### src/rtl/core/gcrw_mod.sv
// Two-lane remainder unit: r1 mod divisor and r2 mod divisor, four bits a cycle.
// Standalone; instantiated by graph_cover_random_walk.
module gcrw_mod #(
  parameter int RW = 16,
  parameter int DW = 5
) (
  input  logic          clk,
  input  logic          rst,
  input  logic          start,
  input  logic [RW-1:0] r1,
  input  logic [RW-1:0] r2,
  input  logic [DW-1:0] divisor,
  output logic          done,
  output logic [DW-1:0] rem1,
  output logic [DW-1:0] rem2
);

  localparam int ITER = (RW + 3) / 4;
  localparam int PW   = ITER * 4;
  localparam int CW   = $clog2(ITER + 1);

  logic [PW-1:0] sh1;
  logic [PW-1:0] sh2;
  logic [DW-1:0] dv;
  logic [CW-1:0] cnt;
  logic          busy;

  // shift four numerator bits into the partial remainder, restoring each time
  function automatic logic [DW-1:0] step4(input logic [DW-1:0] r, input logic [3:0] bits,
                                          input logic [DW-1:0] d);
    logic [DW:0] t;
    int          i;
    t = {1'b0, r};
    for (i = 3; i >= 0; i--) begin
      t = {t[DW-1:0], bits[i]};
      if (t >= {1'b0, d}) begin
        t = t - {1'b0, d};
      end
    end
    return t[DW-1:0];
  endfunction

  always_ff @(posedge clk) begin
    if (rst) begin
      busy <= 1'b0;
      done <= 1'b0;
      cnt  <= '0;
    end else begin
      done <= 1'b0;
      if (start) begin
        busy <= 1'b1;
        cnt  <= CW'(ITER);
        sh1  <= PW'(r1);
        sh2  <= PW'(r2);
        dv   <= divisor;
        rem1 <= '0;
        rem2 <= '0;
      end else if (busy) begin
        rem1 <= step4(rem1, sh1[PW-1 -: 4], dv);
        rem2 <= step4(rem2, sh2[PW-1 -: 4], dv);
        sh1  <= sh1 << 4;
        sh2  <= sh2 << 4;
        cnt  <= cnt - CW'(1);
        if (cnt == CW'(1)) begin
          busy <= 1'b0;
          done <= 1'b1;
        end
      end
    end
  end

endmodule

### config.mk
export PLATFORM = sky130hd
export DESIGN_NAME = gcrw_mod
export DESIGN_NICKNAME = d
export VERILOG_FILES = /design/src/rtl/core/gcrw_mod.sv
export SDC_FILE = /design/constraint.sdc
export NUM_CORES = 1
export LEC_CHECK = 0
export BUFFER_PORTS_ARGS = -buffer_cell sky130_fd_sc_hd__buf_2
export CAP_MARGIN = 25
export CORE_MARGIN = 3
export CORE_UTILIZATION = 55
export DETAILED_ROUTE_END_ITERATION = 16
export PLACE_DENSITY = 0.76
export SLEW_MARGIN = 20
export SYNTH_ARGS = -nofsm -noshare
export SYNTH_HDL_FRONTEND = slang
export SYNTH_SLANG_ARGS = --single-unit
export TNS_END_PERCENT = 10
### constraint.sdc
create_clock -name clk -period 16.8 [get_ports clk]
set_input_delay 3.36 -clock clk [delete_from_list [all_inputs] [get_ports clk]]
set_output_delay 3.36 -clock clk [all_outputs]
set_load 0.02 [all_outputs]
; ---- Word level (Yosys, flattened, before mapping)
; Cells that the tools add are included.
[op_classes]
magnitude_cmp = 8
n_reduce_logical = 5
n_eq_ne = 1
addsub = 9
bitwise = 2
mux = 38
[op_table]
columns = cell, count
row1 = 5-bit two-way mux, 28
row2 = 16-bit two-way mux, 4
row3 = 6-bit by 5-bit greater-or-equal comparator with 1-bit output, 8
row4 = 5-bit subtractor, 8
row5 = 3-bit two-way mux, 2
row6 = 1-bit two-way mux, 4
row7 = 2-bit AND reduction, 2
row8 = "3-bit by 1-bit equality test with 1-bit output, second input constant", 1
row9 = 3-bit OR reduction, 1
row10 = "3-bit by 1-bit subtractor with 3-bit output, second input constant", 1
row11 = 1-bit NOT, 2
row12 = 2-bit nonzero test, 1
row13 = 2-bit OR reduction, 1
[totals]
in_bits = 40
ff_bits = 52
word_cells = 72
out_inout_bits = 11

; ---- Logic depth before layout (Yosys ltp)
; Gate-level depths: netlist of run 1.
[depth]
ltp_word = 18
ltp_mapped = 30
depth_no_buf = 29

; ---- Worst setup path after synthesis of run 1
; No wires, ideal clock.
[synth_timing]
path_kind = flip-flop to flip-flop
start = reg dv[1]
end = reg rem1[1] (data pin)
path_buffers = 1
required_time_ns = 16.533
period_less_slack_ns = 6.772
t_arrival_ns = 6.505
setup_time_ns = 0.267
setup_slack_ns = 10.028
path_stages_with_launch = 28
cell_sequence = edfxtp_1 > inv_1 > fa_1 > a21oi_1 > o211ai_1 > buf_2 > o21ai_0 > inv_1 > ha_1 > a41o_1 > o22a_1 > a211oi_4 > mux2_2 > fa_1 > nand2b_1 > a21oi_1 > o21a_1 > a2111oi_0 > mux2_4 > mux2i_1 > fa_1 > a21o_1 > a21oi_1 > nand2_1 > a21oi_1 > o221ai_4 > mux2i_1 > nor2_1
[synth_via]
elab_chain_cells = 18
elab_cells_between_ends = 22
cone_classes = add/sub (4) / order compare (4) / mux (14)
[synth_lines]
columns = element, line
row1 = start: declaration, 24  ; logic [DW-1:0] dv;
row2 = start signal: assignment, 55  ; dv <= divisor;
row3 = 5-bit subtractor or 6-bit by 5-bit greater-or-equal comparator with 1-bit output (tied branches), "37, 36"
row4 = 5-bit two-way mux, 36  ; if (t >= {1'b0, d}) begin
row5 = 5-bit two-way mux, 58  ; end else if (busy) begin
row6 = 5-bit two-way mux, 50  ; if (start) begin
row7 = 5-bit two-way mux, 44  ; if (rst) begin
row8 = 5-bit subtractor or 6-bit by 5-bit greater-or-equal comparator with 1-bit output (tied branches), "37, 36"
row9 = 5-bit two-way mux, 36
row10 = 5-bit two-way mux, 58
row11 = [2 not listed], --
row12 = 6-bit by 5-bit greater-or-equal comparator with 1-bit output or 5-bit subtractor (tied branches), "36, 37"
row13 = 5-bit two-way mux, 36
row14 = 5-bit two-way mux, 58
row15 = 5-bit two-way mux, 50
row16 = 5-bit two-way mux, 44
row17 = 5-bit subtractor or 6-bit by 5-bit greater-or-equal comparator with 1-bit output (tied branches), "37, 36"
row18 = 5-bit two-way mux *, 36
row19 = 5-bit two-way mux *, 58
row20 = end signal: assignment, 59  ; rem1 <= step4(rem1, sh1[PW-1 -: 4], dv);
row21 = end: declaration, 14  ; output logic [DW-1:0] rem1,
; Mark *: on every way between the ends. The rest lies on a longest branch, timed or not. The select of a mux whose other input is x is not followed.
; A chain may end at the register's enable or synchronous reset.

; ---- Final worst setup path of run 1
[layout_timing]
start = reg dv[1]
end = reg rem1[3] (data pin)
; The elaborated chain is that of the path after synthesis.

==> results list, run 1 <==
* Hold WS: 0.513 ns
- The first global-routing pass estimated 13,000 um of wire.
- Vertical die dimension: 91.0 um
* Worst Clk Skew: 0.00440 ns
- Drt drc: 0
- Layout cell share with drive strength beyond 1: 27.0%
- Number of buffers created by CTS: 5
- H-tree depth reported by CTS: 2
- Entering global routing, the biggest net connects 49 pins.
- 51 I/O pins were placed.
- Category of the worst setup path capture point: register
- The number of antenna diodes in the final layout is 0.
* CP Class: reg2reg
- Dividing the detail-routed wire length by the instance count gives 15.3 um.
* Net count of the mapped netlist: 442
- Number of pins with negative max-slew slack in the final report: 0
- Setup bufs post-CTS: 0
- The cell sitting at the root of the clock tree is a clkbuf_8.
* Setup WS post-layout: 8.96 ns
- Buffer levels on the longest clock path: 2
- Ys async rst share: 0%
* Residual antenna-violating net count after detailed routing: 0
- The Yosys step of the flow raised 0 warnings.
- Starting Density: 57.5%
* Sequential share of the synthesized area: 38.0%
- Vias per cell: 5.57
* Count of buffers inserted at the top-level ports: 50
- Die Footprint: 8280 um^2
- Cells resized by post-CTS repair: 0
* Final WL: 7670 um
* Actual slew at the worst max-slew pin: 0.912 ns
- Max Clock Freq: 128 MHz
* Area growth from synthesis to layout: 11.4%
* Final Net Count: 493
* Mapped cell area: 3970 um^2
- Post-synth EDFFs: 47
* Syn Area/Cell: 11.3 um^2
* Finished Layout Cells: 500
- Yosys reg bits: 52
* RSZ-0062 raised after global routing: no
- Run status: finished clean
* Path category of the worst min-delay check: reg2reg
- Unique cell type count in the Yosys netlist: 51
* Vias in the first global route: 2,898
* Post-route setup TNS: 0 ns
* Critical path data arrival time: 7.87 ns
- At the worst endpoint, the required time is 16.82 ns.
* Top_reg_cell synth: edfxtp_1
* Routability cong.: 0.875
- Clock transition at the registers of the reported paths: 0.09 ns
- Global routing used 19.1% of the available tracks.
- For this run the aggregate overflow at the end of global routing stands at 0.
* Core Footprint: 6910 um^2
* Endpoints failing setup: 0
- TritonCTS built the clock tree.
- Most frequent cell after synthesis: edfxtp_1
- Time the worst path needs with I/O delays and setup: 7.84 ns
- The die is 91.0 um wide.
* Worst-path fanout max: 12
* Worst skew pair latency: 0.30 ns
- Number of violations of the max-capacitance limit: 0
- Timing analysis after detailed placement gives a worst setup slack of 8.99 ns.
* Number of standard cells after synthesis: 352
- Once detailed placement completed, the half-perimeter wirelength came to 5960 um.
- Placed insts: 492
- For this block, the via count after detailed routing is 2,785.
* Drt pass-1 iters: 4
* Post-CTS Hold Fix Bufs: 0
* Most frequent cells after synthesis: edfxtp_1, ha_1, mux2_2
- Relative slew slack: 39.2%
- Of all cell types, the one taking the most synthesized area is edfxtp_1.
* Site Rows: 30
- The worst setup path is launched from a register.
* Cell types occupying the most area after synthesis: edfxtp_1, ha_1, mux2_2
* Post-route clock period utilization: 46.7%
- Area share of the largest cell type after synthesis: 35.5%
- The number of failing hold endpoints at the final stage was 0.
- After the first detailed-routing iteration, the DRC count stood at 138.
- Count of clock tree sinks: 52
* Initial antenna violation count: 0
[layout make-up]
cell class                 count  area, um^2
fill                         566        2480
multi-input combinational    261        2310
sequential                    52        1510
timing repair buffer          51         270
inverter                      32         120
tap                           96         120
clock buffer                   6        72.6
clock inverter                 2        16.3
[placed cells by master (no fill, tap or decap), drive strengths merged, types with 3 or more instances in the layout]
cell     n
edfxtp  47
o21ai   12
and2     8
mux2    37
nand2b   3
nand3    4
fa       8
a21o    11
clkbuf   6
nand2   17
ha      42
nor3     7
a211oi   8
inv     33
nor2    19
nor2b    4
nand4    3
mux2i   11
a21oi   21
dfxtp    5
xnor2   19
buf     51
xor2     6
[cells by family after synthesis]
kind of cell / count (synthesis) / synth area share, %
mux: 48 / 13.9
compound gates: 68 / 12.6
buf+inv: 39 / 3.91
flops: 52 / 38.0
simple gates: 70 / 8.85
fa+ha+maj: 50 / 17.3
xor+xnor: 25 / 5.51
[critical path: stages (launching register included)]
cell,delay [ns]
edfxtp_1,0.53
inv_1,0.50
fa_1,0.35
a21oi_1,0.07
o211ai_1,0.70
mux2_2,0.43
ha_1,0.33
a41o_1,0.25
o22a_1,0.19
a211oi_4,0.42
mux2_2,0.42
fa_1,0.43
nand2b_1,0.16
a21oi_1,0.20
o21a_1,0.20
a2111oi_0,0.07
mux2_4,0.37
mux2i_1,0.20
fa_1,0.45
a21o_1,0.20
a21oi_1,0.23
nand2_1,0.10
a21oi_1,0.27
o221ai_4,0.21
mux2i_1,0.20
nor2_1,0.06
[layer usage]
metal / wire, um / vias to the layer above / track usage [%]
met2: 3810 / 76 / 32.7
met1: 3270 / 1316 / 24.2
met3: 528 / 6 / 3.98
li1: - / 1387 / -
met5: 0 / - / 0
met4: 68 / 0 / 6.03
[path summary, 6_finish.rpt]
kind	from	cells after the start	end	slack, ns
hold / removal	cnt[1]	2	cnt[1]	0.51
setup / recovery	dv[1]	25	rem1[3]	8.96
hold reg to reg	cnt[1]	2	cnt[1]	0.51
setup reg to reg	dv[1]	25	rem1[3]	8.96
[per-stage QoR]
stage	cell area (um^2)	utilization, %
floorplan	3970	-
global placement	4320	62.5
detailed placement	4340	62.8
CTS	4420	64.1
global route	4420	64.1
finish	4420	64.1
[sequential cells by signal (all words and copies together) (netlist names)]
register  count
rem1          5
sh2          16
busy          1
done          1
rem2          5
dv            5
cnt           3
sh1          16
Power of run 1 is left out: the tool's default activity adds up to more than one toggle a clock period on the data nets, which glitch-free logic cannot reach.
==> run 2: changes to the inputs <==
Clock period 16.8 ns to 8.1 ns, I/O delays scaled along.
==> run 2 against run 1 <==
  * Count of clock-buffer cells in the layout decreased by 1
  * Cell area increased by 1.0%
  * Sequential share of layout area decreased by 0.35 points
  * Non-clock buffer count increased by 6
  * Sequential cell count unchanged
  * Critical endpoint is now rem2[0]
==> results list, run 2 (synthesis results as in run 1) <==
* Actual slew at the worst max-slew pin: 0.896 ns
- Endpoints failing setup: 0
* Routability cong.: 0.914
- Die Footprint: 8280 um^2
- Residual antenna-violating net count after detailed routing: 0
- The path class of the tightest hold or removal check is reg2reg.
- Violation count after the first detailed-routing iteration: 99
* Worst Clk Skew: 0.00787 ns
* Leading cell type in the layout, fill and taps excluded: buf_2
- Maximum number of pins on one net before global-route repair: 49
- The filler cells instantiated in the layout total 581.
- Site Rows: 30
- The setup path with the least slack is of type reg2reg.
* Run status: finished clean
* Number of pins with negative max-slew slack in the final report: 0
* Number of violations of the max-capacitance limit: 0
- In this run the vertical extent of the chip is 91.0 um.
- H-tree depth reported by CTS: 2
* Drt pass-1 iters: 4
- Beginning of the worst hold path: cnt[1]
- In the final design database the tool counted 499 nets.
* Ant. Diodes: 0
- STA puts the critical path data arrival time at 7.50 ns.
- Count of clock tree sinks: 52
- Start point of the critical path: dv[1]
- For the worst-skew pair, the clock arrives at the later sink with an insertion delay of 0.29 ns.
- After clock tree synthesis, the clock-pin slew on the worst setup and hold paths is 0.09 ns.
- After routing, the total negative slack on setup checks comes to 0 ns.
- Layout cell share with drive strength beyond 1: 28.3%
- Once detailed placement completed, the half-perimeter wirelength came to 5830 um.
- Clock root buffer master: clkbuf_8
- The area growth from synthesis to layout is 12.5%.
- Final Util: 64.7%
- Most used cells in the layout excluding fill and tap cells: buf_2, edfxtp_1, ha_1, mux2_2, inv_1
- Number of buffers created by CTS: 5
- Drt drc: 0
* Launch point of the worst reg-to-reg path: dv[1]
* Buffer levels on the longest clock path: 2
- First-pass GRT wire length: 12,400 um
- In this design, the stage delay of the slowest critical-path cell is 0.55 ns.
- Worst-path cell with the longest stage delay: fa_1
- The number of failing hold endpoints at the final stage was 0.
- Hold WS: 0.505 ns
- The worst path needs 7.50 ns of the cycle, external delays included.
* I/O pins: 51
* Overall global routing resource usage: 18.0%
* Initial antenna violation count: 0
- In the final routed layout, each cell accounts on average for 14.6 um.
- Core Footprint: 6910 um^2
* Starting Density: 57.5%
- Final WL: 7410 um
- Worst-path fanout max: 12
- Via Count: 2,777
- The count of buffers added on input and output ports is 50.
* Relative slew slack: 40.3%
- After layout, the worst path uses 92.6% of the clock period.
- Data required, critical path: 8.10 ns
- The number of global-route vias before repair is 2,753.
- Kind of start point of the critical path: register
* Overflow left after global routing: 0
* X dimension of the die: 91.0 um
* Max Clock Freq: 133 MHz
- Registers with the highest flip-flop counts: sh1: 16 flops, sh2: 16 flops
* RSZ-0062 raised after global routing: no
- TritonCTS built the clock tree.
- In this design, the critical path's most frequently occurring cell is inv_1.
- The worst setup path is captured at a register.
* Vias per cell: 5.49
run 2: cell types whose count changed in the layout (fill, tap and decap cells not counted):
cell / before / now
clkbuf_1: 1 / 0
o21ai_0: 8 / 6
o21ai_1: 4 / 6
buf_4: 0 / 6
clkinv_2: 0 / 1
run 2: final cells by class:
cell class | instances | area, um^2 | share of cell area, %
Multi-Input combinational cell | 261 | 2310 | 51.7
Timing Repair Buffer | 57 | 315 | 7.05
Tap cell | 96 | 120 | 2.69
Inverter | 32 | 120 | 2.69
Sequential cell | 52 | 1510 | 33.8
Clock inverter | 3 | 21.3 | 0.476
Clock buffer | 5 | 68.8 | 1.54
run 2: stage by stage:
| step | std cells | cell area (um^2) | worst slack (ns) |
|---|---|---|---|
| after floorplan | 352 | 3970 | 1.33 |
| after global placement | 494 | 4340 | 0.577 |
| after detailed placement | 495 | 4360 | 0.390 |
| after CTS | 503 | 4450 | 0.366 |
| after global routing | 506 | 4470 | 0.0172 |
| final | 506 | 4470 | 0.601 |
run 2: routing by layer:
metal,global-route usage (%),up-vias,wire length (um)
met2,31.9,57,3670
met3,3.07,2,459
met4,3.39,0,31
met1,23.3,1312,3240
met5,0,-,0
li1,-,1406,-
run 2: path summary, 6_finish.rpt:
| check | endpoint | slack [ns] | cells past startpoint |
|---|---|---|---|
| min | cnt[1] | 0.51 | 2 |
| max reg2reg | rem2[0] | 0.60 | 26 |
| min reg2reg | cnt[1] | 0.51 | 2 |
| max | rem2[0] | 0.60 | 26 |
run 2: repair_timing:
| action | CTS | global route |
|---|---|---|
| hold buffers | 0 | 0 |
| setup buffers | 0 | 3 |
| resized for setup | 0 | 2 |
| endpoints found under the hold margin | 0 | 0 |
| setup endpoints to repair | 0 | 10 |
run 2: worst max-delay path, delay by kind of cell, from the launching register on:
family | cells | cell delay (ns)
compound gates | 13 | 3.33
fa+ha+maj | 4 | 1.63
buf+inv | 3 | 0.61
simple gates | 4 | 0.59
mux | 2 | 0.53
flops | 1 | 0.52
Power of run 2 is left out for the same reason.
==> run 3: changes to the inputs <==
Settings changed: PLACE_DENSITY 0.76 to 0.73.
==> run 3 against run 2 <==
  * First-iteration DRC count is 1.0% lower
  * Hold slack worse by 0.012 ns
  * Register-to-register slack worse by 0.08 ns
  * Die area stayed put
  * Count of clock-buffer cells in the layout is 1 higher
  * Final cell count stayed put
  * Clock skew is 0.0045 ns lower
  * Maximum frequency is 1.1% lower
  * Core utilization is 0.40 points higher
==> results list, run 3 (synthesis results as in run 1) <==
- The slowest stage of the critical path belongs to the cell fa_1.
- Maximum number of pins on one net before global-route repair: 49
- In the layout the commonest cells are buf_2, edfxtp_1, ha_1, mux2_2, inv_1.
- The H-tree generated during clock tree synthesis spans 2 levels.
* Data required, critical path: 8.11 ns
- Leading cell type in the layout, fill and taps excluded: buf_2
- The region available for standard cell placement spans 6910 um^2.
* Reg-to-Reg End: rem2[3]
- Run status: finished clean
- During I/O placement, the number of pins put on the boundary was 51.
- After floorplanning, the core was divided into 30 placement rows.
- Register-to-register setup slack: 0.52 ns
* Residual antenna-violating net count after detailed routing: 0
- The first detailed-routing pass ran for 4 iterations.
* RSZ-0062 raised after global routing: yes
- Timing would allow up to 132 MHz.
* Overall global routing resource usage: 19.0%
- CTS tree: built
- Layout cell share with drive strength beyond 1: 28.0%
* Die Footprint: 8280 um^2
- After detailed routing, the average wire length per cell comes to 15.0 um.
* Number of cells on the worst reg-to-reg path: 26
- Drt drc: 0
* Overflow left after global routing: 0
- Input and output buffers added on the ports amount to 50.
- Number of buffers created by CTS: 5
- The worst register-to-register path begins at dv[1].
- DPL Wire Length: 6010 um
* Relative slew slack: 40.7%
- The floorplan step set the die height to 91.0 um.
- Clock root buffer master: clkbuf_8
- Final WL: 7590 um
- Clock transition at the registers of the reported paths: 0.10 ns
* X dimension of the die: 91.0 um
- After the first detailed-routing iteration, the DRC count stood at 98.
- The worst hold path begins at cnt[1].
- Kind of cell adding the most delay to the critical path: compound AO/OA/AOI/OAI gates
- At the later pin of the worst-skew pair, clock insertion delay measures 0.29 ns.
- At the worst endpoint, the arrival time is 7.59 ns.
- Initial antenna violation count: 1
- STA classifies the critical path endpoint as a register.
- Across all layers, the routed design uses 2,768 vias.
- Counting every sink on the clock net gives 52.
* Endpoints failing setup: 0
- The clock arrives with 0.00339 ns of skew.
- Worst hold stages: 2
- Worst Hold End: cnt[1]
* Time the worst path needs with I/O delays and setup: 7.58 ns
- Number of violations of the max-capacitance limit: 0
- Post-CTS Hold Fix Bufs: 0
- The path class of the tightest hold or removal check is reg2reg.
- The initial utilization of the core area, before any placement, comes to 57.5%.
- STA classifies the critical path startpoint as a register.
- Worst path max stage delay: 0.56 ns
- Vias in the first global route: 2,777
* Vias per cell: 5.47
- The final number of max-transition violations is 0.
- The number of failing hold endpoints at the final stage came to 0.
* Finished Layout Cells: 506
- Dividing the final minimum period by the clock period gives 93.6%.
- Final Util: 65.1%
- Registers with the highest flip-flop counts: sh1: 16 flops, sh2: 16 flops
- Actual slew at the worst max-slew pin: 0.890 ns
- Combined buffer and inverter count along the critical path: 3
* Ant. Diodes: 0
* CP Class: reg2reg
- Final Net Count: 499
- The area growth from synthesis to layout is 13.2%.
- The first global-routing pass estimated 12,900 um of wire.
* Routability cong.: 0.909
- Placed insts: 496
- Counting along the longest clock path gives a buffer depth of 2.
- Worst-path fanout max: 12
==> run 3: area by class of cell <==
type,instances,area [um^2]
fillers,585,2410
repair buffers,57,343
well taps,96,120
inverters,32,120
clock buffers,6,72.6
multi-input cells,261,2310
flip-flops and latches,52,1510
clock inverters,2,17.5
==> run 3: per-stage QoR <==
stage	setup WS (ns)	instance area (um^2)	hold WS, ns	TNS (ns)
floorplan	1.33	3970	0.465	0
detailed placement	0.386	4390	0.490	0
finish	0.518	4500	0.493	0
global placement	0.579	4340	0.479	0
CTS	0.341	4480	0.504	0
global route	-0.0684	4500	0.578	-0.254
==> run 3: what timing repair did <==
action	4_1_cts	5_1_grt
setup buffers	0	2
endpoints found under the hold margin	0	0
endpoints found under the setup margin	0	10
resized for setup	0	2
==> run 3: worst max path at each step <==
stage / from / to / slack [ns] / depth (start not counted)
after global placement: dv[1] / rem1[4] / 0.58 / 25
after floorplan: dv[1] / rem1[1] / 1.33 / 27
final: dv[1] / rem2[3] / 0.52 / 26
after detailed placement: dv[1] / rem1[4] / 0.39 / 25
after CTS: dv[1] / rem1[4] / 0.34 / 25
after global routing: dv[1] / rem2[1] / -0.07 / 26
==> run 3: worst min-delay path: cells and delay by family (launching register included) <==
family | cells | cell delay [ns]
flops | 1 | 0.32
simple gates | 1 | 0.07
compound gates | 1 | 0.06
==> run 3: layer usage <==
metal / vias up / global-route usage [%] / share of wire, %
met1: 1289 / 25.0 / 46
met3: 8 / 4.97 / 6.2
met2: 65 / 31.6 / 47
met4: 2 / 3.64 / 0.76
li1: 1404 / - / -
met5: - / 0 / 0.17
Power of run 3 is left out for the same reason.
